<file path="config.mk">
export PLATFORM = sky130hd
export DESIGN_NAME = timestamp_ordered_request_queue_top
export DESIGN_NICKNAME = d
export VERILOG_FILES = /design/src/rtl/tsq_pkg.sv /design/src/rtl/timestamp_ordered_request_queue_top.sv /design/src/rtl/tsq_slot.sv
export SDC_FILE = /design/constraint.sdc
export NUM_CORES = 2
export LEC_CHECK = 0
export CORE_MARGIN = 2
export CORE_UTILIZATION = 50
export CTS_CLUSTER_DIAMETER = 150
export DETAILED_ROUTE_END_ITERATION = 16
export DONT_BUFFER_PORTS = 1
export PLACE_DENSITY = 0.67
export SLEW_MARGIN = 20
export SYNTH_ARGS = -nofsm -noshare
export SYNTH_HDL_FRONTEND = slang
export SYNTH_SLANG_ARGS = --single-unit
</file>
<file path="constraint.sdc">
create_clock -name clk_i -period 17.4 [get_ports clk_i]
set_input_delay 0.87 -clock clk_i [delete_from_list [all_inputs] [get_ports clk_i]]
set_output_delay 0.87 -clock clk_i [all_outputs]
set_load 0.01 [all_outputs]
</file>
<file path="src/rtl/tsq_pkg.sv">
// Shared types and codes for the timestamp-ordered request queue.
`timescale 1ns / 1ps
package tsq_pkg;

  localparam int IdW     = 8;
  localparam int TimeW   = 32;
  localparam int WeightW = 16;
  localparam int StatusW = 2;
  localparam int OccW    = 5;

  localparam logic KIND_ENQ = 1'b0;
  localparam logic KIND_DEQ = 1'b1;

  localparam logic [StatusW-1:0] ST_OK    = 2'd0;
  localparam logic [StatusW-1:0] ST_EMPTY = 2'd1;
  localparam logic [StatusW-1:0] ST_FULL  = 2'd2;

  typedef struct packed {
    logic               kind;
    logic [IdW-1:0]     req_id;
    logic [TimeW-1:0]   req_time;
    logic [WeightW-1:0] req_weight;
  } tsq_req_t;

  typedef struct packed {
    logic [StatusW-1:0] status;
    logic [IdW-1:0]     head_id;
    logic [TimeW-1:0]   head_time;
    logic [WeightW-1:0] head_weight;
    logic [OccW-1:0]    occupancy;
  } tsq_rsp_t;

  typedef struct packed {
    logic [IdW-1:0]     id;
    logic [TimeW-1:0]   ts;
    logic [WeightW-1:0] weight;
  } tsq_entry_t;

  typedef struct packed {
    logic enq;
    logic deq;
  } tsq_slot_ctl_t;

endpackage

</file>
<file path="src/rtl/timestamp_ordered_request_queue_top.sv">
// Top level of the timestamp-ordered request queue.
`timescale 1ns / 1ps
// Sorted queue of up to DEPTH requests, ordered by timestamp, then lower id,
// then arrival. One operation (enqueue or dequeue) is taken every clock cycle;
// busy stays low, so start may be held high continuously. Each operation
// yields exactly one result on rsp_o with done_o high for one cycle: the
// operation is first captured in the input register (in_q, in_vld_q), and
// done_o and rsp_o are registered from that stage. The receiver cannot stall.
// The cycle budget is set by one parallel compare of the new key against all
// DEPTH slots followed by a one-position shift of the slot array.
module timestamp_ordered_request_queue_top
  import tsq_pkg::*;
#(
  parameter int DEPTH = 16
) (
  input  logic     clk_i,
  input  logic     rst_ni,
  input  logic     start,
  input  tsq_req_t req_i,
  output logic     busy,
  output logic     done_o,
  output tsq_rsp_t rsp_o
);

  localparam int CntW = $clog2(DEPTH + 1);

  tsq_req_t       in_q;
  logic           in_vld_q;
  logic [CntW-1:0] count_q, count_d;
  tsq_rsp_t       rsp_q, rsp_d;
  logic           done_q;

  tsq_slot_ctl_t  ctl;
  tsq_entry_t     new_entry;
  tsq_entry_t     slot [DEPTH];
  logic           ahead [DEPTH];
  logic           full, empty;

  assign busy = 1'b0;

  // input register
  always_ff @(posedge clk_i or negedge rst_ni) begin
    if (!rst_ni) begin
      in_vld_q <= 1'b0;
    end else begin
      in_vld_q <= start & ~busy;
    end
  end

  always_ff @(posedge clk_i) begin
    if (start && !busy) begin
      in_q <= req_i;
    end
  end

  assign full  = (count_q == CntW'(DEPTH));
  assign empty = (count_q == '0);

  assign new_entry.id     = in_q.req_id;
  assign new_entry.ts     = in_q.req_time;
  assign new_entry.weight = in_q.req_weight;

  assign ctl.enq = in_vld_q && (in_q.kind == KIND_ENQ) && !full;
  assign ctl.deq = in_vld_q && (in_q.kind == KIND_DEQ) && !empty;

  for (genvar k = 0; k < DEPTH; k++) begin : g_slot
    tsq_entry_t prev_e, next_e;
    logic       prev_ahead;

    if (k == 0) begin : g_first
      assign prev_e     = new_entry;
      assign prev_ahead = 1'b1;
    end else begin : g_mid
      assign prev_e     = slot[k-1];
      assign prev_ahead = ahead[k-1];
    end

    if (k == DEPTH - 1) begin : g_last
      assign next_e = slot[k];
    end else begin : g_inner
      assign next_e = slot[k+1];
    end

    tsq_slot u_slot (
      .clk_i        (clk_i),
      .ctl_i        (ctl),
      .valid_i      (count_q > CntW'(k)),
      .new_i        (new_entry),
      .prev_i       (prev_e),
      .prev_ahead_i (prev_ahead),
      .next_i       (next_e),
      .ahead_o      (ahead[k]),
      .entry_o      (slot[k])
    );
  end

  always_comb begin
    count_d = count_q;
    rsp_d   = '0;
    if (ctl.enq) begin
      count_d = count_q + CntW'(1);
    end else if (ctl.deq) begin
      count_d           = count_q - CntW'(1);
      rsp_d.head_id     = slot[0].id;
      rsp_d.head_time   = slot[0].ts;
      rsp_d.head_weight = slot[0].weight;
    end
    unique case (in_q.kind)
      KIND_ENQ: rsp_d.status = full  ? ST_FULL  : ST_OK;
      KIND_DEQ: rsp_d.status = empty ? ST_EMPTY : ST_OK;
      default:  rsp_d.status = ST_OK;
    endcase
    rsp_d.occupancy = OccW'(count_d);
  end

  always_ff @(posedge clk_i or negedge rst_ni) begin
    if (!rst_ni) begin
      count_q <= '0;
      done_q  <= 1'b0;
    end else begin
      count_q <= count_d;
      done_q  <= in_vld_q;
    end
  end

  always_ff @(posedge clk_i) begin
    if (in_vld_q) begin
      rsp_q <= rsp_d;
    end
  end

  assign done_o = done_q;
  assign rsp_o  = rsp_q;

`ifndef SYNTHESIS
  a_count_bound : assert property (@(posedge clk_i) disable iff (!rst_ni)
    count_q <= CntW'(DEPTH))
    else $error("fill count above depth");

  a_one_result : assert property (@(posedge clk_i) disable iff (!rst_ni)
    (start && !busy) |-> ##2 done_o)
    else $error("accepted operation produced no result");

  a_full_holds : assert property (@(posedge clk_i) disable iff (!rst_ni)
    (done_o && rsp_o.status == ST_FULL) |-> (count_q == $past(count_q)))
    else $error("dropped request changed the fill count");

  a_err_zero : assert property (@(posedge clk_i) disable iff (!rst_ni)
    (done_o && rsp_o.status != ST_OK) |->
      (rsp_o.head_id == '0 && rsp_o.head_time == '0 && rsp_o.head_weight == '0))
    else $error("error result carries head data");

  a_empty_deq : assert property (@(posedge clk_i) disable iff (!rst_ni)
    (done_o && rsp_o.status == ST_EMPTY) |-> (count_q == '0))
    else $error("empty status with stored requests");
`endif

endmodule

</file>
<file path="src/rtl/tsq_slot.sv">
// One queue slot: key compare against the incoming request and shift/insert mux.
`timescale 1ns / 1ps
module tsq_slot
  import tsq_pkg::*;
(
  input  logic          clk_i,
  input  tsq_slot_ctl_t ctl_i,
  input  logic          valid_i,
  input  tsq_entry_t    new_i,
  input  tsq_entry_t    prev_i,
  input  logic          prev_ahead_i,
  input  tsq_entry_t    next_i,
  output logic          ahead_o,
  output tsq_entry_t    entry_o
);

  tsq_entry_t entry_q, entry_d;
  logic       stays;

  always_comb begin
    stays = (entry_q.ts < new_i.ts) ||
            ((entry_q.ts == new_i.ts) && (entry_q.id <= new_i.id));
    ahead_o = valid_i & stays;

    entry_d = entry_q;
    if (ctl_i.enq) begin
      // keep if ahead, else take the new beat at the boundary or shift down
      if (!ahead_o) begin
        entry_d = prev_ahead_i ? new_i : prev_i;
      end
    end else if (ctl_i.deq) begin
      entry_d = next_i;
    end
  end

  always_ff @(posedge clk_i) begin
    entry_q <= entry_d;
  end

  assign entry_o = entry_q;

endmodule

</file>
==> flow_summary.html <==
<table>
<tr><th>Metric</th><th>Value</th></tr>
<tr><th colspan="2">Critical path</th></tr>
<tr><td>Arrival time worst endpoint</td><td>6470 ps</td></tr>
<tr><td>Required time of the worst setup path</td><td>17880 ps</td></tr>
<tr><td>Slowest cell on the critical path</td><td>sky130_fd_sc_hd__nor4_1</td></tr>
<tr><td>Sum of buffers and inverters on the critical path</td><td>3</td></tr>
<tr><td>Critical setup path kind</td><td>flop to flop</td></tr>
<tr><td>Type of element launching the critical path</td><td>flop</td></tr>
<tr><td>Critical path's most frequent cell</td><td>sky130_fd_sc_hd__buf_4</td></tr>
<tr><td>Chain of cells forming the critical path</td><td>inv_1, ha_1, nand4_1, or4_1, nor4_1, o311ai_1, o31ai_4, buf_4, buf_4, a221oi_2</td></tr>
<tr><td>Delay contributed by the slowest stage of the critical path</td><td>930 ps</td></tr>
<tr><td>CP endpoint kind</td><td>flop</td></tr>
<tr><td>Cell type group with the largest total delay on the critical path</td><td>simple AND/OR/NAND/NOR gates</td></tr>
<tr><td>CP Max Fanout</td><td>25</td></tr>
<tr><th colspan="2">Clock tree</th></tr>
<tr><td>Cts bufs inserted</td><td>116</td></tr>
<tr><td>Source-to-sink clock delay at the later pin of the worst-skew pair</td><td>820 ps</td></tr>
<tr><td>Max clock buf depth</td><td>3</td></tr>
<tr><td>CTS tree</td><td>done</td></tr>
<tr><td>Root Buffer Master</td><td>sky130_fd_sc_hd__clkbuf_16</td></tr>
<tr><td>H-tree depth reported by CTS</td><td>3</td></tr>
<tr><td>Count of clock tree sinks</td><td>1023</td></tr>
<tr><td>Setup Buffers After CTS</td><td>0</td></tr>
<tr><td>Clock transition at the registers of the reported paths</td><td>60 ps</td></tr>
<tr><th colspan="2">Power</th></tr>
<tr><td>Switching share of total power</td><td>43.5%</td></tr>
<tr><td>Combinational Power Share</td><td>41.4%</td></tr>
<tr><td>Internal portion of total power</td><td>0.00659 W</td></tr>
<tr><td>Clock share of power</td><td>21.6%</td></tr>
<tr><td>Power dissipated by switching net loads</td><td>0.00507 W</td></tr>
<tr><td>Leakage dissipation</td><td>27.4 nW</td></tr>
<tr><td>Flop pwr share</td><td>37.0%</td></tr>
<tr><td>Peak ir drop on the vdd network</td><td>0.185 mV</td></tr>
<tr><td>Power Total</td><td>0.0117 W</td></tr>
<tr><td>Cell area power density</td><td>164 nW/um2</td></tr>
<tr><th colspan="2">Placed design</th></tr>
<tr><td># port buffers</td><td>0</td></tr>
<tr><td>Area of placed instances</td><td>67100 um2</td></tr>
<tr><td>Placed cell count</td><td>7459</td></tr>
<tr><td>Final HPWL DP</td><td>173000 um</td></tr>
<tr><td>Final estimated routing congestion in global placement</td><td>1.03</td></tr>
<tr><th colspan="2">STA</th></tr>
<tr><td>Setup tns final</td><td>0 ps</td></tr>
<tr><td>Worst hold slack after final layout</td><td>159 ps</td></tr>
<tr><td>Final worst path period share</td><td>34.4%</td></tr>
<tr><td>Tightest Pin Transition</td><td>1280 ps</td></tr>
<tr><td>Unrepaired setup endpoints after global routing</td><td>false</td></tr>
<tr><td>Clock Skews</td><td>68.9 ps</td></tr>
<tr><td>Tightest slew margin relative to the limit</td><td>14.7%</td></tr>
<tr><td>Final setup fails</td><td>0</td></tr>
<tr><td>Final hold violation count</td><td>0</td></tr>
<tr><td>Final critical delay including setup and external delays</td><td>5990 ps</td></tr>
<tr><td>Number of pins exceeding their max-slew limit in the final report</td><td>0</td></tr>
<tr><td>Timing-limited maximum frequency</td><td>167 MHz</td></tr>
<tr><th colspan="2">Routing</th></tr>
<tr><td>1st-pass router iterations</td><td>7</td></tr>
<tr><td>Number of DRC markers in iteration 0</td><td>9301</td></tr>
<tr><td>Residual DRC count</td><td>0</td></tr>
<tr><td>Wire length after detailed routing</td><td>270000 um</td></tr>
<tr><td>Antenna Nets Post-Route</td><td>0</td></tr>
<tr><td>Post-DR wirelength/cell</td><td>35.2 um</td></tr>
<tr><td>Count of vias placed by the detailed router</td><td>55669</td></tr>
<tr><td>Post-detailed-route via-to-cell ratio</td><td>7.25</td></tr>
<tr><th colspan="2">Synthesis</th></tr>
<tr><td>Post-synthesis cell count</td><td>6029</td></tr>
<tr><td>Register bit total from synthesis</td><td>1023</td></tr>
<tr><td>Share of async-settable or async-resettable flops after synthesis</td><td>0.684%</td></tr>
<tr><td>Most common cell in the netlist</td><td>sky130_fd_sc_hd__edfxtp_1</td></tr>
<tr><td>Average footprint of a synthesized cell</td><td>10.8 um2</td></tr>
<tr><td>Area share of the largest cell type after synthesis</td><td>46.7%</td></tr>
<tr><td>Most frequent cells after synthesis</td><td>1016 x sky130_fd_sc_hd__edfxtp_1, 708 x sky130_fd_sc_hd__nand2_1, 645 x sky130_fd_sc_hd__ha_1</td></tr>
<tr><td>Cell taking the most area after synthesis</td><td>sky130_fd_sc_hd__edfxtp_1</td></tr>
<tr><td>Number of enable flip-flop cells after synthesis</td><td>1016</td></tr>
<tr><td>Syn Std Cell Area</td><td>65400 um2</td></tr>
<tr><td>Net count after synthesis</td><td>6734</td></tr>
<tr><td>Most used flip-flop cell after synthesis</td><td>sky130_fd_sc_hd__edfxtp_1</td></tr>
<tr><td>Biggest area contributors in the synthesized netlist</td><td>sky130_fd_sc_hd__edfxtp_1 47%, sky130_fd_sc_hd__ha_1 12%, sky130_fd_sc_hd__mux2i_1 4.4%</td></tr>
<tr><td>Post-synth cell types</td><td>76</td></tr>
<tr><td>Share of the yosys chip area belonging to registers</td><td>46.9%</td></tr>
<tr><td>Yosys synthesis warning count</td><td>0</td></tr>
<tr><th colspan="2">Cells and area</th></tr>
<tr><td>Fraction of layout instances using a drive strength above 1</td><td>10.7%</td></tr>
<tr><td>Fin area</td><td>71000 um2</td></tr>
<tr><td>Synthesis-to-layout area growth</td><td>8.52%</td></tr>
<tr><td>Final #Nets</td><td>6542</td></tr>
<tr><td>Post-route non-filler standard cell count</td><td>7683</td></tr>
<tr><td>Number of fillers in the final layout</td><td>11129</td></tr>
<tr><th colspan="2">Floorplan</th></tr>
<tr><td>Initial Util</td><td>50.4%</td></tr>
<tr><td>Number of placement rows</td><td>132</td></tr>
<tr><td>Chip width</td><td>366 um</td></tr>
<tr><td>Number of top-level design ports</td><td>125</td></tr>
<tr><td>Full die area</td><td>134000 um2</td></tr>
<tr><td>Y dimension of the die</td><td>366 um</td></tr>
<tr><td>Placeable core region</td><td>130000 um2</td></tr>
<tr><th colspan="2">GRT</th></tr>
<tr><td>Total congestion overflow after global routing</td><td>0</td></tr>
<tr><td>Number of antenna violations at the first check in global routing</td><td>21</td></tr>
<tr><td>Vias in the first global route</td><td>52243</td></tr>
<tr><td>First-pass GRT wire length</td><td>382000 um</td></tr>
<tr><td>Largest net degree at the start of global routing</td><td>209</td></tr>
<tr><td>Total GRT Usage</td><td>39.8%</td></tr>
<tr><th colspan="2">Hold path</th></tr>
<tr><td>Tightest Hold Check Type</td><td>primary input to flop</td></tr>
<tr><th colspan="2">Status</th></tr>
<tr><td>Status</td><td>finished, final reports clean</td></tr>
<tr><th colspan="2">Flow run</th></tr>
<tr><td>Number of violations of the max-capacitance limit</td><td>0</td></tr>
</table>
==> cells by family after synthesis <==
| group | after synthesis | share of synthesized area, % |
|---|---|---|
| multiplexers | 340 | 5.31 |
| buffers and inverters | 606 | 3.89 |
| flip-flops | 1023 | 46.9 |
| XOR/XNOR | 3 | 0.0402 |
| other | 1 | 0.00574 |
| AO/OA/AOI/OAI | 1660 | 19.2 |
| adder cells (fa/ha/maj) | 645 | 12.3 |
| AND/OR/NAND/NOR | 1751 | 12.2 |
==> per-stage QoR <==
stage	setup slack [ps]	utilization [%]
floorplan	9900	-
global placement	10820	51.7
detailed placement	11610	51.8
CTS	11540	54.7
global route	11310	54.7
finish	11410	54.7
==> final timing paths <==
kind	start	end	slack, ps	cells after the start
max reg2reg	g_slot[0].prev_e[37]	g_slot[8].u_slot.entry_o[39]	11410	10
max	g_slot[0].prev_e[37]	g_slot[8].u_slot.entry_o[39]	11410	10
max in group asynchronous	rst_ni	in_vld_q	16290	1
min in group asynchronous	rst_ni	in_vld_q	580	1
min	req_i[27]	g_slot[0].prev_e[27]	160	0
min reg2reg	g_slot[1].u_slot.entry_o[13]	g_slot[0].u_slot.entry_o[13]	550	1
==> layer usage <==
metal  part of all wire, %  vias up  track usage, %
met5                 0.051        -               0
met4                   6.8       22            23.6
met3                    14      917            11.6
met2                    42     4289            57.1
met1                    38    27271            53.3
li1                      -    23170               -
==> flip-flops by register name (all words and copies together) (netlist names) <==
register               flops
g_slot.u_slot.entry_o    896
rsp_o                     63
g_slot.prev_e             56
count_q                    5
done_o                     1
in_q                       1
in_vld_q                   1
==> power by group through the flow <==
| stage | Combinational [W] | Clock [W] | Sequential [W] |
|---|---|---|---|
| after floorplan | 0.00293 | 0 | 0.00405 |
| after global placement | 0.00449 | 0 | 0.00432 |
| after detailed placement | 0.00458 | 0 | 0.00432 |
| after CTS | 0.00460 | 0.00253 | 0.00428 |
| after global routing | 0.00499 | 0.00261 | 0.00435 |
| final | 0.00482 | 0.00252 | 0.00432 |
==> worst reg2reg max path, delay by kind of cell (launching register included) <==
kind / cells / cell delay [ps]
compound gates: 3 / 940
flops: 1 / 600
simple gates: 3 / 1850
fa+ha+maj: 1 / 520
buf+inv: 3 / 1770
==> area by class of cell <==
type	instances	area [um2]	area share (%)
Multi-Input combinational cell	4400	32700	46.1
Sequential cell	1023	30700	43.2
Clock buffer	135	3000	4.22
Tap cell	1742	2180	3.07
Timing Repair Buffer	106	906	1.28
Clock inverter	75	766	1.08
Inverter	190	713	1.01
Antenna cell	12	30.0	0.0423
==> what timing repair did <==
| item | 4_1_cts | 5_1_grt |
|---|---|---|
| hold endpoints to repair | 7 | 0 |
| hold buffers | 1 | 0 |
| gates resized for setup | 0 | 0 |
==> cell usage in the layout, fill, tap and decap left out, types with 8 or more instances in the layout <==
master and n:
sky130_fd_sc_hd__mux2_2 49, sky130_fd_sc_hd__nand3_1 54, sky130_fd_sc_hd__a221o_1 54, sky130_fd_sc_hd__bufinv_16 12, sky130_fd_sc_hd__a22oi_1 174, sky130_fd_sc_hd__nand2_1 702
sky130_fd_sc_hd__a221oi_1 75, sky130_fd_sc_hd__clkinv_1 27, sky130_fd_sc_hd__diode_2 12, sky130_fd_sc_hd__buf_4 97, sky130_fd_sc_hd__a21o_1 85, sky130_fd_sc_hd__and2_1 55
sky130_fd_sc_hd__a211oi_1 108, sky130_fd_sc_hd__nand2b_1 64, sky130_fd_sc_hd__nor3_1 165, sky130_fd_sc_hd__clkinv_2 23, sky130_fd_sc_hd__inv_1 190, sky130_fd_sc_hd__a21oi_1 406
sky130_fd_sc_hd__nand4_1 131, sky130_fd_sc_hd__nor2_1 408, sky130_fd_sc_hd__or4_1 63, sky130_fd_sc_hd__o311a_1 56, sky130_fd_sc_hd__a221oi_2 81, sky130_fd_sc_hd__o221a_2 163
sky130_fd_sc_hd__edfxtp_1 1016, sky130_fd_sc_hd__o21a_1 16, sky130_fd_sc_hd__clkbuf_16 117, sky130_fd_sc_hd__nor4_2 8, sky130_fd_sc_hd__o21ai_1 32, sky130_fd_sc_hd__nor2b_1 29
sky130_fd_sc_hd__o211ai_1 144, sky130_fd_sc_hd__o21ai_0 172, sky130_fd_sc_hd__clkbuf_1 18, sky130_fd_sc_hd__nor4_1 20, sky130_fd_sc_hd__mux2i_1 286, sky130_fd_sc_hd__ha_1 645
No activity file was read; power rests on OpenSTA's default activity.
